<file path="src/lse_pkg.sv">
package lse_pkg;

    localparam int HEADER_BYTES = 54;
    localparam int MAGIC_MAX    = 8;
    localparam int COUNT_W      = 35;
    localparam int QUEUE_DEPTH  = 2;
    localparam int QPTR_W       = $clog2(QUEUE_DEPTH);
    localparam int QCNT_W       = $clog2(QUEUE_DEPTH + 1);
    localparam int CFG_DATA_W   = 64;
    localparam int CFG_ADDR_W   = 2;

    localparam logic [CFG_ADDR_W-1:0] REG_MAGIC_VALUE  = 2'd0;
    localparam logic [CFG_ADDR_W-1:0] REG_MAGIC_LENGTH = 2'd1;
    localparam logic [CFG_ADDR_W-1:0] REG_SECRET_SIZE  = 2'd2;

    typedef struct packed {
        logic [63:0] magic_value;
        logic [3:0]  magic_length;
        logic [31:0] secret_size;
    } cfg_t;

    typedef struct packed {
        logic       image_start;
        logic [7:0] secret_byte;
        logic [7:0] image_byte;
    } item_t;

    typedef struct packed {
        logic embedding_done;
        logic capacity_short;
        logic secret_used;
    } flags_t;

    function automatic logic [7:0] ext_char(input logic [1:0] idx);
        logic [7:0] c;
        unique case (idx)
            2'd0:    c = 8'h2E;
            2'd1:    c = 8'h74;
            2'd2:    c = 8'h78;
            default: c = 8'h74;
        endcase
        return c;
    endfunction

endpackage

</file>
<file path="src/lse_front.sv">
module lse_front (
    input  logic            clk,
    input  logic            rst_n,
    input  logic            push,
    input  lse_pkg::item_t  push_item,
    output logic            full,
    input  logic            pop,
    output logic            head_valid,
    output lse_pkg::item_t  head_item
);
    import lse_pkg::*;

    item_t              entry_reg [QUEUE_DEPTH];
    logic [QPTR_W-1:0]  wr_ptr_reg;
    logic [QPTR_W-1:0]  wr_ptr_next;
    logic [QPTR_W-1:0]  rd_ptr_reg;
    logic [QPTR_W-1:0]  rd_ptr_next;
    logic [QCNT_W-1:0]  fill_reg;
    logic [QCNT_W-1:0]  fill_next;
    logic               do_push;
    logic               do_pop;

    assign full       = (fill_reg == QCNT_W'(QUEUE_DEPTH));
    assign head_valid = (fill_reg != '0);
    assign head_item  = entry_reg[rd_ptr_reg];
    assign do_push    = push && !full;
    assign do_pop     = pop && head_valid;

    always_comb
    begin
        wr_ptr_next = wr_ptr_reg;
        rd_ptr_next = rd_ptr_reg;
        fill_next   = fill_reg;
        if (do_push)
        begin
            wr_ptr_next = (wr_ptr_reg == QPTR_W'(QUEUE_DEPTH - 1)) ? '0 : wr_ptr_reg + 1'b1;
        end
        if (do_pop)
        begin
            rd_ptr_next = (rd_ptr_reg == QPTR_W'(QUEUE_DEPTH - 1)) ? '0 : rd_ptr_reg + 1'b1;
        end
        if (do_push && !do_pop)
        begin
            fill_next = fill_reg + 1'b1;
        end
        else if (do_pop && !do_push)
        begin
            fill_next = fill_reg - 1'b1;
        end
    end

    always_ff @(posedge clk or negedge rst_n)
    begin
        if (!rst_n)
        begin
            wr_ptr_reg <= '0;
            rd_ptr_reg <= '0;
            fill_reg   <= '0;
        end
        else
        begin
            wr_ptr_reg <= wr_ptr_next;
            rd_ptr_reg <= rd_ptr_next;
            fill_reg   <= fill_next;
        end
    end

    always_ff @(posedge clk)
    begin
        if (do_push)
        begin
            entry_reg[wr_ptr_reg] <= push_item;
        end
    end

endmodule

</file>
<file path="src/lse_back.sv">
module lse_back (
    input  logic            clk,
    input  logic            rst_n,
    input  lse_pkg::cfg_t   cfg,
    input  logic            head_valid,
    input  lse_pkg::item_t  head_item,
    output logic            pop,
    output logic            out_valid,
    input  logic            out_ready,
    output logic [7:0]      out_byte,
    output lse_pkg::flags_t out_flags
);
    import lse_pkg::*;

    localparam logic [2:0] PH_HEADER = 3'd0;
    localparam logic [2:0] PH_MAGIC  = 3'd1;
    localparam logic [2:0] PH_EXTLEN = 3'd2;
    localparam logic [2:0] PH_EXT    = 3'd3;
    localparam logic [2:0] PH_SIZE   = 3'd4;
    localparam logic [2:0] PH_DATA   = 3'd5;
    localparam logic [2:0] PH_DONE   = 3'd6;
    localparam logic [2:0] PH_SHORT  = 3'd7;

    localparam int NEED_W = 37;

    logic [2:0]         phase_reg;
    logic [2:0]         phase_next;
    logic [COUNT_W-1:0] count_reg;
    logic [COUNT_W-1:0] count_next;
    logic [31:0]        width_reg;
    logic [31:0]        width_next;
    logic [31:0]        height_reg;
    logic [31:0]        height_next;
    logic [7:0]         shift_reg;
    logic [7:0]         shift_next;
    logic [31:0]        prod_reg;
    logic [31:0]        cap_reg;
    logic [1:0]         wait_reg;
    logic [1:0]         wait_next;
    logic               out_valid_reg;
    logic [7:0]         out_byte_reg;
    flags_t             out_flags_reg;

    logic               start;
    logic [2:0]         ph0;
    logic [COUNT_W-1:0] n0;
    logic [31:0]        w0;
    logic [31:0]        h0;
    logic [7:0]         sh0;
    logic [3:0]         mcount;
    logic [32:0]        field_sum;
    logic [NEED_W-1:0]  need;
    logic               cap_ok;
    logic               decide;
    logic               stall;
    logic               out_free;
    logic [2:0]         p1;
    logic [COUNT_W-1:0] n1;
    logic               adv1;
    logic [2:0]         p2;
    logic [COUNT_W-1:0] n2;
    logic               captured;
    logic               embed;
    logic               bit_val;
    logic               used;
    logic [7:0]         magic_c;
    logic [7:0]         ext_c;
    logic [7:0]         byte_out;

    function automatic logic [COUNT_W-1:0] phase_bits(
        input logic [2:0]  p,
        input logic [3:0]  mc,
        input logic [31:0] sz
    );
        logic [COUNT_W-1:0] r;
        unique case (p)
            PH_MAGIC:  r = {{(COUNT_W - 7){1'b0}}, mc, 3'b000};
            PH_EXTLEN: r = COUNT_W'(32);
            PH_EXT:    r = COUNT_W'(32);
            PH_SIZE:   r = COUNT_W'(32);
            PH_DATA:   r = {sz, 3'b000};
            default:   r = '0;
        endcase
        return r;
    endfunction

    assign start    = head_item.image_start;
    assign ph0      = start ? PH_HEADER : phase_reg;
    assign n0       = start ? '0 : count_reg;
    assign w0       = start ? '0 : width_reg;
    assign h0       = start ? '0 : height_reg;
    assign sh0      = start ? '0 : shift_reg;

    assign mcount    = (cfg.magic_length > 4'(MAGIC_MAX)) ? 4'(MAGIC_MAX) : cfg.magic_length;
    assign field_sum = {29'd0, mcount} + 33'd12 + {1'b0, cfg.secret_size};
    assign need      = NEED_W'(HEADER_BYTES) + {1'b0, field_sum, 3'b000};
    assign cap_ok    = {{(NEED_W - 32){1'b0}}, cap_reg} > need;

    assign decide   = (ph0 == PH_HEADER) && (n0 >= COUNT_W'(HEADER_BYTES));
    assign stall    = decide && (wait_reg != '0);
    assign out_free = !out_valid_reg || out_ready;
    assign pop      = head_valid && out_free && !stall;

    always_comb
    begin
        p1   = ph0;
        n1   = n0;
        adv1 = 1'b0;
        if (decide)
        begin
            p1   = cap_ok ? PH_MAGIC : PH_SHORT;
            n1   = '0;
            adv1 = 1'b1;
        end
        else if ((ph0 >= PH_MAGIC) && (ph0 <= PH_DATA)
                 && (n0 >= phase_bits(ph0, mcount, cfg.secret_size)))
        begin
            p1   = ph0 + 3'd1;
            n1   = '0;
            adv1 = 1'b1;
        end
        p2 = p1;
        n2 = n1;
        if (adv1 && (p1 >= PH_MAGIC) && (p1 <= PH_DATA)
            && (phase_bits(p1, mcount, cfg.secret_size) == '0))
        begin
            p2 = p1 + 3'd1;
        end
    end

    assign magic_c = cfg.magic_value[{n2[5:3], 3'b000} +: 8];
    assign ext_c   = ext_char(n2[4:3]);

    always_comb
    begin
        width_next  = w0;
        height_next = h0;
        shift_next  = sh0;
        captured    = 1'b0;
        embed       = 1'b0;
        bit_val     = 1'b0;
        used        = 1'b0;
        unique case (p2)
            PH_HEADER:
            begin
                for (int k = 0; k < 4; k++)
                begin
                    if (n2 == COUNT_W'(18 + k))
                    begin
                        width_next[8*k +: 8] = head_item.image_byte;
                        captured             = 1'b1;
                    end
                    if (n2 == COUNT_W'(22 + k))
                    begin
                        height_next[8*k +: 8] = head_item.image_byte;
                        captured              = 1'b1;
                    end
                end
            end
            PH_MAGIC:
            begin
                bit_val = magic_c[3'd7 - n2[2:0]];
                embed   = 1'b1;
            end
            PH_EXTLEN:
            begin
                bit_val = (n2[4:0] == 5'd29);
                embed   = 1'b1;
            end
            PH_EXT:
            begin
                bit_val = ext_c[3'd7 - n2[2:0]];
                embed   = 1'b1;
            end
            PH_SIZE:
            begin
                bit_val = cfg.secret_size[5'd31 - n2[4:0]];
                embed   = 1'b1;
            end
            PH_DATA:
            begin
                if (n2[2:0] == 3'd0)
                begin
                    bit_val    = head_item.secret_byte[7];
                    shift_next = {head_item.secret_byte[6:0], 1'b0};
                    used       = 1'b1;
                end
                else
                begin
                    bit_val    = sh0[7];
                    shift_next = {sh0[6:0], 1'b0};
                end
                embed = 1'b1;
            end
            default:
            begin
                embed = 1'b0;
            end
        endcase
        phase_next = p2;
        count_next = (p2 <= PH_DATA) ? n2 + 1'b1 : n2;
        byte_out   = embed ? {head_item.image_byte[7:1], bit_val} : head_item.image_byte;
        if (pop && (start || captured))
        begin
            wait_next = 2'd2;
        end
        else
        begin
            wait_next = (wait_reg != '0) ? wait_reg - 1'b1 : wait_reg;
        end
    end

    always_ff @(posedge clk or negedge rst_n)
    begin
        if (!rst_n)
        begin
            phase_reg     <= PH_HEADER;
            count_reg     <= '0;
            width_reg     <= '0;
            height_reg    <= '0;
            shift_reg     <= '0;
            wait_reg      <= '0;
            out_valid_reg <= 1'b0;
        end
        else
        begin
            wait_reg <= wait_next;
            if (pop)
            begin
                phase_reg  <= phase_next;
                count_reg  <= count_next;
                width_reg  <= width_next;
                height_reg <= height_next;
                shift_reg  <= shift_next;
            end
            if (out_free)
            begin
                out_valid_reg <= pop;
            end
        end
    end

    always_ff @(posedge clk)
    begin
        prod_reg <= width_reg * height_reg;
        cap_reg  <= prod_reg + {prod_reg[30:0], 1'b0};
        if (pop)
        begin
            out_byte_reg                 <= byte_out;
            out_flags_reg.secret_used    <= used;
            out_flags_reg.capacity_short <= (p2 == PH_SHORT);
            out_flags_reg.embedding_done <= (p2 == PH_DONE);
        end
    end

    assign out_valid = out_valid_reg;
    assign out_byte  = out_byte_reg;
    assign out_flags = out_flags_reg;

endmodule

</file>
<file path="src/lsb_stego_embedder.sv">
// Each input passes the input queue, then the output register, to the master side.
// Throughput: one byte per cycle unless the master side stalls; the first byte after
// the header waits while a just captured width or height is in the product pipeline.
// Reset (rst_n low, asynchronous): queue emptied, framing back to header phase,
// captures cleared, registers to magic_length 2, magic_value 0, secret_size 0.
module lsb_stego_embedder (
    input  logic                           clk,
    input  logic                           rst_n,
    input  logic                           s_axis_tvalid,
    output logic                           s_axis_tready,
    input  logic [15:0]                    s_axis_tdata,  // image_byte, secret_byte
    input  logic                           s_axis_tuser,  // image_start
    output logic                           m_axis_tvalid,
    input  logic                           m_axis_tready,
    output logic [7:0]                     m_axis_tdata,  // out_byte
    output logic [2:0]                     m_axis_tuser,  // secret_used, capacity_short,
                                                          // embedding_done
    input  logic                           cfg_we,
    input  logic [lse_pkg::CFG_ADDR_W-1:0] cfg_addr,
    input  logic [lse_pkg::CFG_DATA_W-1:0] cfg_wdata
);
    import lse_pkg::*;

    cfg_t   cfg_reg;
    item_t  in_item;
    item_t  head_item;
    logic   queue_full;
    logic   head_valid;
    logic   pop;
    flags_t out_flags;

    always_ff @(posedge clk or negedge rst_n)
    begin
        if (!rst_n)
        begin
            cfg_reg.magic_value  <= '0;
            cfg_reg.magic_length <= 4'd2;
            cfg_reg.secret_size  <= '0;
        end
        else if (cfg_we)
        begin
            unique case (cfg_addr)
                REG_MAGIC_VALUE:  cfg_reg.magic_value  <= cfg_wdata;
                REG_MAGIC_LENGTH: cfg_reg.magic_length <= cfg_wdata[3:0];
                REG_SECRET_SIZE:  cfg_reg.secret_size  <= cfg_wdata[31:0];
                default:          cfg_reg              <= cfg_reg;
            endcase
        end
    end

    assign in_item.image_byte  = s_axis_tdata[7:0];
    assign in_item.secret_byte = s_axis_tdata[15:8];
    assign in_item.image_start = s_axis_tuser;
    assign s_axis_tready       = !queue_full;

    lse_front u_front (
        .clk        (clk),
        .rst_n      (rst_n),
        .push       (s_axis_tvalid),
        .push_item  (in_item),
        .full       (queue_full),
        .pop        (pop),
        .head_valid (head_valid),
        .head_item  (head_item)
    );

    lse_back u_back (
        .clk        (clk),
        .rst_n      (rst_n),
        .cfg        (cfg_reg),
        .head_valid (head_valid),
        .head_item  (head_item),
        .pop        (pop),
        .out_valid  (m_axis_tvalid),
        .out_ready  (m_axis_tready),
        .out_byte   (m_axis_tdata),
        .out_flags  (out_flags)
    );

    assign m_axis_tuser = {out_flags.embedding_done, out_flags.capacity_short,
                           out_flags.secret_used};

endmodule

</file>
<file path="config.mk">
export PLATFORM = sky130hd
export DESIGN_NAME = lsb_stego_embedder
export DESIGN_NICKNAME = d
export VERILOG_FILES = /design/src/lse_pkg.sv /design/src/lse_front.sv /design/src/lse_back.sv /design/src/lsb_stego_embedder.sv
export SDC_FILE = /design/constraint.sdc
export NUM_CORES = 2
export LEC_CHECK = 0
export ABC_AREA = 0
export ABC_CLOCK_PERIOD_IN_PS = 14600
export BUFFER_PORTS_ARGS = -buffer_cell sky130_fd_sc_hd__buf_2
export CAP_MARGIN = 20
export CORE_ASPECT_RATIO = 1.75
export CORE_MARGIN = 1.5
export CORE_UTILIZATION = 65
export CTS_BUF_LIST = sky130_fd_sc_hd__clkbuf_8
export CTS_CLUSTER_DIAMETER = 200
export CTS_CLUSTER_SIZE = 20
export DETAILED_ROUTE_END_ITERATION = 10
export PLACE_DENSITY_LB_ADDON = 0.15
export RECOVER_POWER = 50
export SKIP_LAST_GASP = 1
export SYNTH_ARGS = -nofsm -noshare
export SYNTH_HDL_FRONTEND = slang
export SYNTH_SLANG_ARGS = --single-unit
export TNS_END_PERCENT = 50
</file>
<file path="constraint.sdc">
create_clock -name clk -period 14.6 [get_ports clk]
set_input_delay 2.92 -clock clk [delete_from_list [all_inputs] [get_ports clk]]
set_output_delay 2.92 -clock clk [all_outputs]
set_load 0.03 [all_outputs]
</file>
## Word-level counts from Yosys, hierarchy flattened

Memory sizes are Yosys's and may differ from the RTL's.
Index checks and enable logic that the tools add are counted.

- Register bits: 292
- RAM bits: 34
- Word-level logic and storage cells: 173
- Memories: 1

- Add/subtract/negate cells: 14
- Multiply operators: 1
- Order comparisons: 11
- Eq/ne operators: 30
- Shift operators: 1
- Multiplexer cells: 59
- Reduce and logical (&&, ||, !) cells: 37

Memory list:

| memory | depth | width | rd ports | clocked after memory_dff | wr ports | RTL line | source |
|---|---|---|---|---|---|---|---|
| u_front.entry_reg | 2 | 17 | 1 | 0 | 1 | lse_front.sv:13 | `item_t entry_reg [QUEUE_DEPTH];` |

Operators with widths:

| cell | count |
|---|---|
| 35-bit by 5-bit == test with 1-bit output (second input constant) | 8 |
| 35-bit case mux with 3 select lines | 2 |
| 35-bit 2-to-1 mux | 5 |
| 32-bit 2-to-1 mux | 4 |
| 8-bit 2-to-1 mux | 11 |
| 64-bit by 7-bit variable part select with 8-bit output | 1 |
| 6-bit by 36-bit adder with 37-bit output (first input constant) | 1 |
| 32-bit by 37-bit greater-than comparator with 1-bit output | 1 |
| 35-bit by 1-bit adder with 35-bit output (second input constant) | 1 |
| 35-bit greater-or-equal comparator | 1 |
| 35-bit by 6-bit greater-or-equal comparator with 1-bit output (second input constant) | 1 |
| 35-bit logical NOT | 1 |
| 33-bit by 32-bit adder with 33-bit output | 1 |
| 32-bit adder | 1 |
| 32-bit by 32-bit multiplier with 32-bit output | 1 |
| 3-bit == test (second input constant) | 8 |
| 1-bit 2-to-1 mux | 22 |
| 3-bit by 2-bit == test with 1-bit output (second input constant) | 6 |
| 3-bit 2-to-1 mux | 5 |
| 1-bit logical AND | 14 |
| 7-bit case mux with 2 select lines | 1 |
| 3-bit by 1-bit == test with 1-bit output (second input constant) | 3 |
| 3-bit <= comparator (second input constant) | 3 |
| 3-bit logical NOT | 3 |
| other kinds (26) | 48 |

## Longest topological paths before layout

An unclocked memory read counts as a cell.

- Depth after elaboration: 23
- Depth in mapped cells: 37
- Gate-level depth less buffers: 34

## Modules after synthesis

From an unflattened synthesis, not the netlist that was laid out.

- Cells, all modules: 3,704
- Area total of the unflattened synthesis: 34,744.6 um^2

Modules (own cells, without submodules):

| module | instances | cells an instance | area an instance (um^2) | sequential area each (um^2) |
|---|---|---|---|---|
| lse_back | 1 | 3,418 | 29,407.0 | 4,439.3 |
| lsb_stego_embedder | 1 | 214 | 3,860.0 | 2,503.7 |
| lse_front | 1 | 72 | 1,477.7 | 1,121.1 |

## Least setup slack after synthesis

No wires, ideal clock.

- Kind: register to register
- Start point: register u_front.rd_ptr_reg
- End point: register u_back.height_reg[0]
- Setup time: 0.151 ns
- Arrival: 7.433 ns
- Required time: 14.449 ns
- Slack: 7.017 ns
- Cell stages (with the launch flop): 32
- Path buffers: 7
- Cell sequence: dfrtp_1 > buf_2 > mux2i_1 > clkbuf_1 > clkbuf_1 > clkbuf_1 > and3_1 > clkbuf_1 > buf_1 > nand2_1 > ha_1 > and4_1 > a221o_1 > o211ai_1 > nand2_1 > o31a_1 > clkbuf_1 > nand2_1 > o21ai_0 > nor2_1 > a21o_1 > ha_1 > nor4b_1 > nand4_1 > nor4_1 > nand4_1 > a311o_1 > nor3_1 > o211ai_4 > a2111oi_4 > nand2_4 > mux2i_1

- Longest elaborated chain between the ends: 18
- Elaborated cells between the ends (all ways): 49

RTL lines:

| what | RTL line | source |
|---|---|---|
| from (decl) | lse_front.sv:16 | `logic [QPTR_W-1:0] rd_ptr_reg;` |
| from (signal assigned) | lse_front.sv:63 | `rd_ptr_reg <= rd_ptr_next;` |
| memory 2 x 17 bit (*) | - |  |
| 3-bit 2-to-1 mux | lse_back.sv:88 | `assign ph0 = start ? PH_HEADER : phase_reg;` |
| 3-bit by 2-bit == test with 1-bit output or 3-bit == test (tied branches) | lse_back.sv:76 | `unique case (p)` |
| 3-bit OR reduction (no source line) | - |  |
| 35-bit case mux with 3 select lines | lse_back.sv:76 |  |
| 35-bit 2-to-1 mux | lse_back.sv:109 | `if (decide)` |
| 35-bit greater-or-equal comparator | lse_back.sv:116 | `&& (n0 >= phase_bits(ph0, mcount, cfg.secret_size)))` |
| 1-bit logical AND | lse_back.sv:116 |  |
| [... 2 more ...] | - |  |
| 3-bit by 2-bit == test with 1-bit output or 3-bit == test (tied branches) | lse_back.sv:76 |  |
| 3-bit OR reduction (no source line) | - |  |
| 35-bit case mux with 3 select lines | lse_back.sv:76 |  |
| 35-bit logical NOT | lse_back.sv:125 | `&& (phase_bits(p1, mcount, cfg.secret_size) == '0))` |
| 1-bit logical AND | lse_back.sv:125 |  |
| 3-bit 2-to-1 mux | lse_back.sv:124 | `if (adv1 && (p1 >= PH_MAGIC) && (p1 <= PH_DATA)` |
| 3-bit logical NOT | lse_back.sv:143 | `unique case (p2)` |
| 32-bit 2-to-1 mux | lse_back.sv:143 |  |
| to (signal assigned) | lse_back.sv:233 | `height_reg <= height_next;` |
| to (decl) | lse_back.sv:32 | `logic [31:0] height_reg;` |

Mark *: on every way between the ends. The rest lies on a longest branch, timed or not. The select of a mux whose other input is x is not followed.
A chain may end at the register's enable or synchronous reset.

## Final worst setup path

- Start point: register u_front.rd_ptr_reg
- End point: register u_back.width_reg[22]

- Longest elaborated chain between the ends: 18
- Elaborated cells between the ends (all ways): 49

RTL lines:

| what | RTL line | source |
|---|---|---|
| memory 2 x 17 bit (*) | - |  |
| 3-bit 2-to-1 mux | lse_back.sv:88 |  |
| 3-bit by 2-bit == test with 1-bit output or 3-bit == test (tied branches) | lse_back.sv:76 |  |
| 3-bit OR reduction (no source line) | - |  |
| 35-bit case mux with 3 select lines | lse_back.sv:76 |  |
| 35-bit 2-to-1 mux | lse_back.sv:109 |  |
| 35-bit greater-or-equal comparator | lse_back.sv:116 |  |
| 1-bit logical AND | lse_back.sv:116 |  |
| [... 2 more ...] | - |  |
| 3-bit by 2-bit == test with 1-bit output or 3-bit == test (tied branches) | lse_back.sv:76 |  |
| 3-bit OR reduction (no source line) | - |  |
| 35-bit case mux with 3 select lines | lse_back.sv:76 |  |
| 35-bit logical NOT | lse_back.sv:125 |  |
| 1-bit logical AND | lse_back.sv:125 |  |
| 3-bit 2-to-1 mux | lse_back.sv:124 |  |
| 3-bit logical NOT | lse_back.sv:143 |  |
| 32-bit 2-to-1 mux | lse_back.sv:143 |  |
| to (signal assigned) | lse_back.sv:232 | `width_reg <= width_next;` |
| to (decl) | lse_back.sv:30 | `logic [31:0] width_reg;` |

Marks and branches as above.

==> results.yml <==
finish:
  fill_cells: 4200
  drive_gt1_frac: 0.08497
  finish.net_count: 4430
  multi_input_comb_area_mm2: 0.02361
  sequential_cell_area_mm2: 0.008064
  syn_to_final_growth_pct: 4.045
  largest_register_ffs: 100
sta:
  skew_ps: 70.26
  final_period_minus_worst_setup_slack_ps: 10220
  finalSetupViolCount: 0
  final_hold_slack_ps: 398.5
  final_min_period_over_clock_period: 0.6997
  max_freq_mhz: 97.89
  rsz0062_at_grt: "false"
  timing.setup.tns_ps: 0
  slew-limit-headroom: -1.630
  max_slew.worst_pin.slew_ps: 3945
  slew_violations: 271
  report.final.hold_viol_count: 0
worst_setup_path:
  crit_family: "simple AND/OR/NAND/NOR gates"
  type_of_the_setup_path_with_the_least_slack: "reg -> reg"
  worstSetupStartpointType: "flop"
  critical_path.endpoint_type: "flop"
  cpMaxStageDelayCell: "sky130_fd_sc_hd__dfrtp_1"
  timing.critical_path.fanout_max: 52
  cp.arrival_ps: 10670
  cp_common_cell: "sky130_fd_sc_hd__nand2_1"
  worstPathBufferInverterCount: 2
  cp_slowest_stage_delay_ps: 1080
  timing.critical_path.required_ps: 15060
logic_synthesis:
  ys_ff_latch: 326
  yosysWarnings: 0
  synthCells: 3711
  synth_area_per_cell_um2: 9.261
  synth_sequential_area_ratio: 0.2346
  synth.cell_area_mm2: 0.03437
  synth.area.top_cells: "sky130_fd_sc_hd__fa_1 24%, sky130_fd_sc_hd__dfrtp_1 16%, sky130_fd_sc_hd__ha_1 8.5%"
  synthDominantCellAreaShare: 0.2388
  synth_top_flop_cell: "sky130_fd_sc_hd__dfrtp_1"
  syn_nets: 4443
  synth_async_sr_flop_share: 0.6656
  synthTopCellsByCount: "644 x sky130_fd_sc_hd__nand2_1, 525 x sky130_fd_sc_hd__inv_1, 410 x sky130_fd_sc_hd__fa_1"
  synth_top_area_cell: "sky130_fd_sc_hd__fa_1"
  synth_cell_types: 94
  post_synth_edffs: 45
  synthMostInstantiatedCell: "sky130_fd_sc_hd__nand2_1"
global_route:
  grt_overflow: 0
  grt_pass1_wl_um: 164600
  first_global_vias: 29745
  grt_use_total: 0.4061
  antenna_found_initial: 5
  grt_max_degree: 84
die:
  rows: 111
  initial_core_util: 0.6564
  core_region_area_mm2: 0.05236
  fp.dieH_um: 307.2
  die_w_um: 176.8
  fp.dieArea_mm2: 0.05431
  num_io_pins: 101
clock_tree:
  ctsLongestPathBuffers: 3
  cts_post_setup_buffers_inserted: 0
  clock_latency_ps: 640
  clock-sinks: 326
  cts_htree_levels: 1
  tritoncts: "yes"
  cts_inserted_buffers: 20
  cts.hold.buffers_added: 0
  cts_root_buffer: "sky130_fd_sc_hd__clkbuf_8"
  clk_transition_reported_paths_ps: 130
  cts_resized: 0
min_path:
  worst_hold_path_type: "reg -> reg"
route:
  finalWirelength_um: 107200
  drtIter0Drc: 2383
  detail_route.drc_violations: 0
  wl_per_cell_um: 24.44
  via_density_per_instance: 6.351
  drtAntennaViolNets: 0
  dr_vias: 27869
  dr.pass1.iters: 9
placed_design:
  finalWeightedCongestion: 0.9602
  port_buffers: 100
  dp_hpwl_um: 79900
power_and_ir_drop:
  worst_ir_drop_vdd_mv: 0.1059
  post-layout-total-power_uw: 3477
  power_leakage_uw: 0.01804
  power.density_cell_area_mw_per_mm2: 97.24
outcome:
  outcome: "finished, violations left"
  failed_checks: "capacitance limit, slew limit"
flow_run:
  maxCapViolCount: 6
[worst paths after layout]
path | slack (ps) | startpoint | cells past startpoint | endpoint
min | 400 | u_back.prod_reg[0] | 0 | u_back.cap_reg[0]
min in group asynchronous | 3690 | rst_n | 1 | cfg_reg[13]
max reg2reg | 4380 | u_front.rd_ptr_reg | 28 | u_back.width_reg[22]
max | 4380 | u_front.rd_ptr_reg | 28 | u_back.width_reg[22]
min reg2reg | 400 | u_back.prod_reg[0] | 0 | u_back.cap_reg[0]
max in group asynchronous | 6130 | rst_n | 4 | u_back.height_reg[3]
[layout by cell type, fill, tap and decap left out, drive strengths merged, types with 35 or more instances in the layout]
| cell type | instances |
|---|---|
| dfxtp | 64 |
| nor3 | 37 |
| o21ai | 75 |
| a21oi | 80 |
| and2 | 154 |
| a21o | 36 |
| ha | 234 |
| inv | 536 |
| clkbuf | 46 |
| edfxtp | 45 |
| buf | 134 |
| mux2 | 113 |
| xnor2 | 117 |
| mux2i | 106 |
| nor2 | 113 |
| fa | 410 |
| and3 | 35 |
| dfrtp | 216 |
| xor2 | 41 |
| nand2 | 648 |
| nand3 | 74 |
[metal layers]
layer | GRT usage | share of wire | wire [µm]
met1 | 0.3956 | 0.31 | 33030
met4 | 0.3800 | 0.11 | 11990
met2 | 0.7191 | 0.51 | 55180
met5 | 0 | 0.00022 | 24
met3 | 0.06827 | 0.065 | 7021
[cells by family (layout without fill, tap and decap cells)]
logic type / after synthesis / in the layout / synth area share
xor gates and xnor gates: 158 / 158 / 0.04027
muxes: 220 / 220 / 0.06856
buffers and inverters: 720 / 716 / 0.07915
and+or+nand+nor: 1225 / 1225 / 0.1684
AOI/OAI and AO/OA: 417 / 417 / 0.08465
other: 0 / 3 / 0
adders and majority gates: 645 / 645 / 0.3243
DFF: 326 / 326 / 0.2346
[worst reg2reg max path, delay by kind of cell (launching register included)]
family,cells,cell delay [ps]
and+or+nand+nor,12,3450
adders and majority gates,3,1060
DFF,1,1080
buffers and inverters,2,620
muxes,2,540
AOI/OAI and AO/OA,9,3310
[area by class of cell]
cell class,count,area share
Sequential cell,326,0.2255
Clock inverter,11,0.001645
Inverter,525,0.05511
Antenna cell,3,0.0002100
Clock buffer,20,0.007698
Timing Repair Buffer,160,0.02582
Tap cell,678,0.02372
Multi-Input combinational cell,2665,0.6603
[where the power goes]
part	total (µW)	internal [µW]	switching (µW)
combinational	1800	580	1220
sequential	1250	1060	183
clock	430	132	298
total	3480	1780	1700
[through the flow]
| step | instances | area, µm² | setup slack [ps] | utilization |
|---|---|---|---|---|
| floorplan | 3711 | 34370 | 7017 | - |
| global placement | 4345 | 35390 | 5038 | 0.6759 |
| detailed placement | 4347 | 35410 | 4799 | 0.6762 |
| CTS | 4378 | 35740 | 4731 | 0.6826 |
| global route | 4388 | 35760 | 3578 | 0.6829 |
| finish | 4388 | 35760 | 4385 | 0.6829 |
No activity file was read; power rests on OpenSTA's default activity.
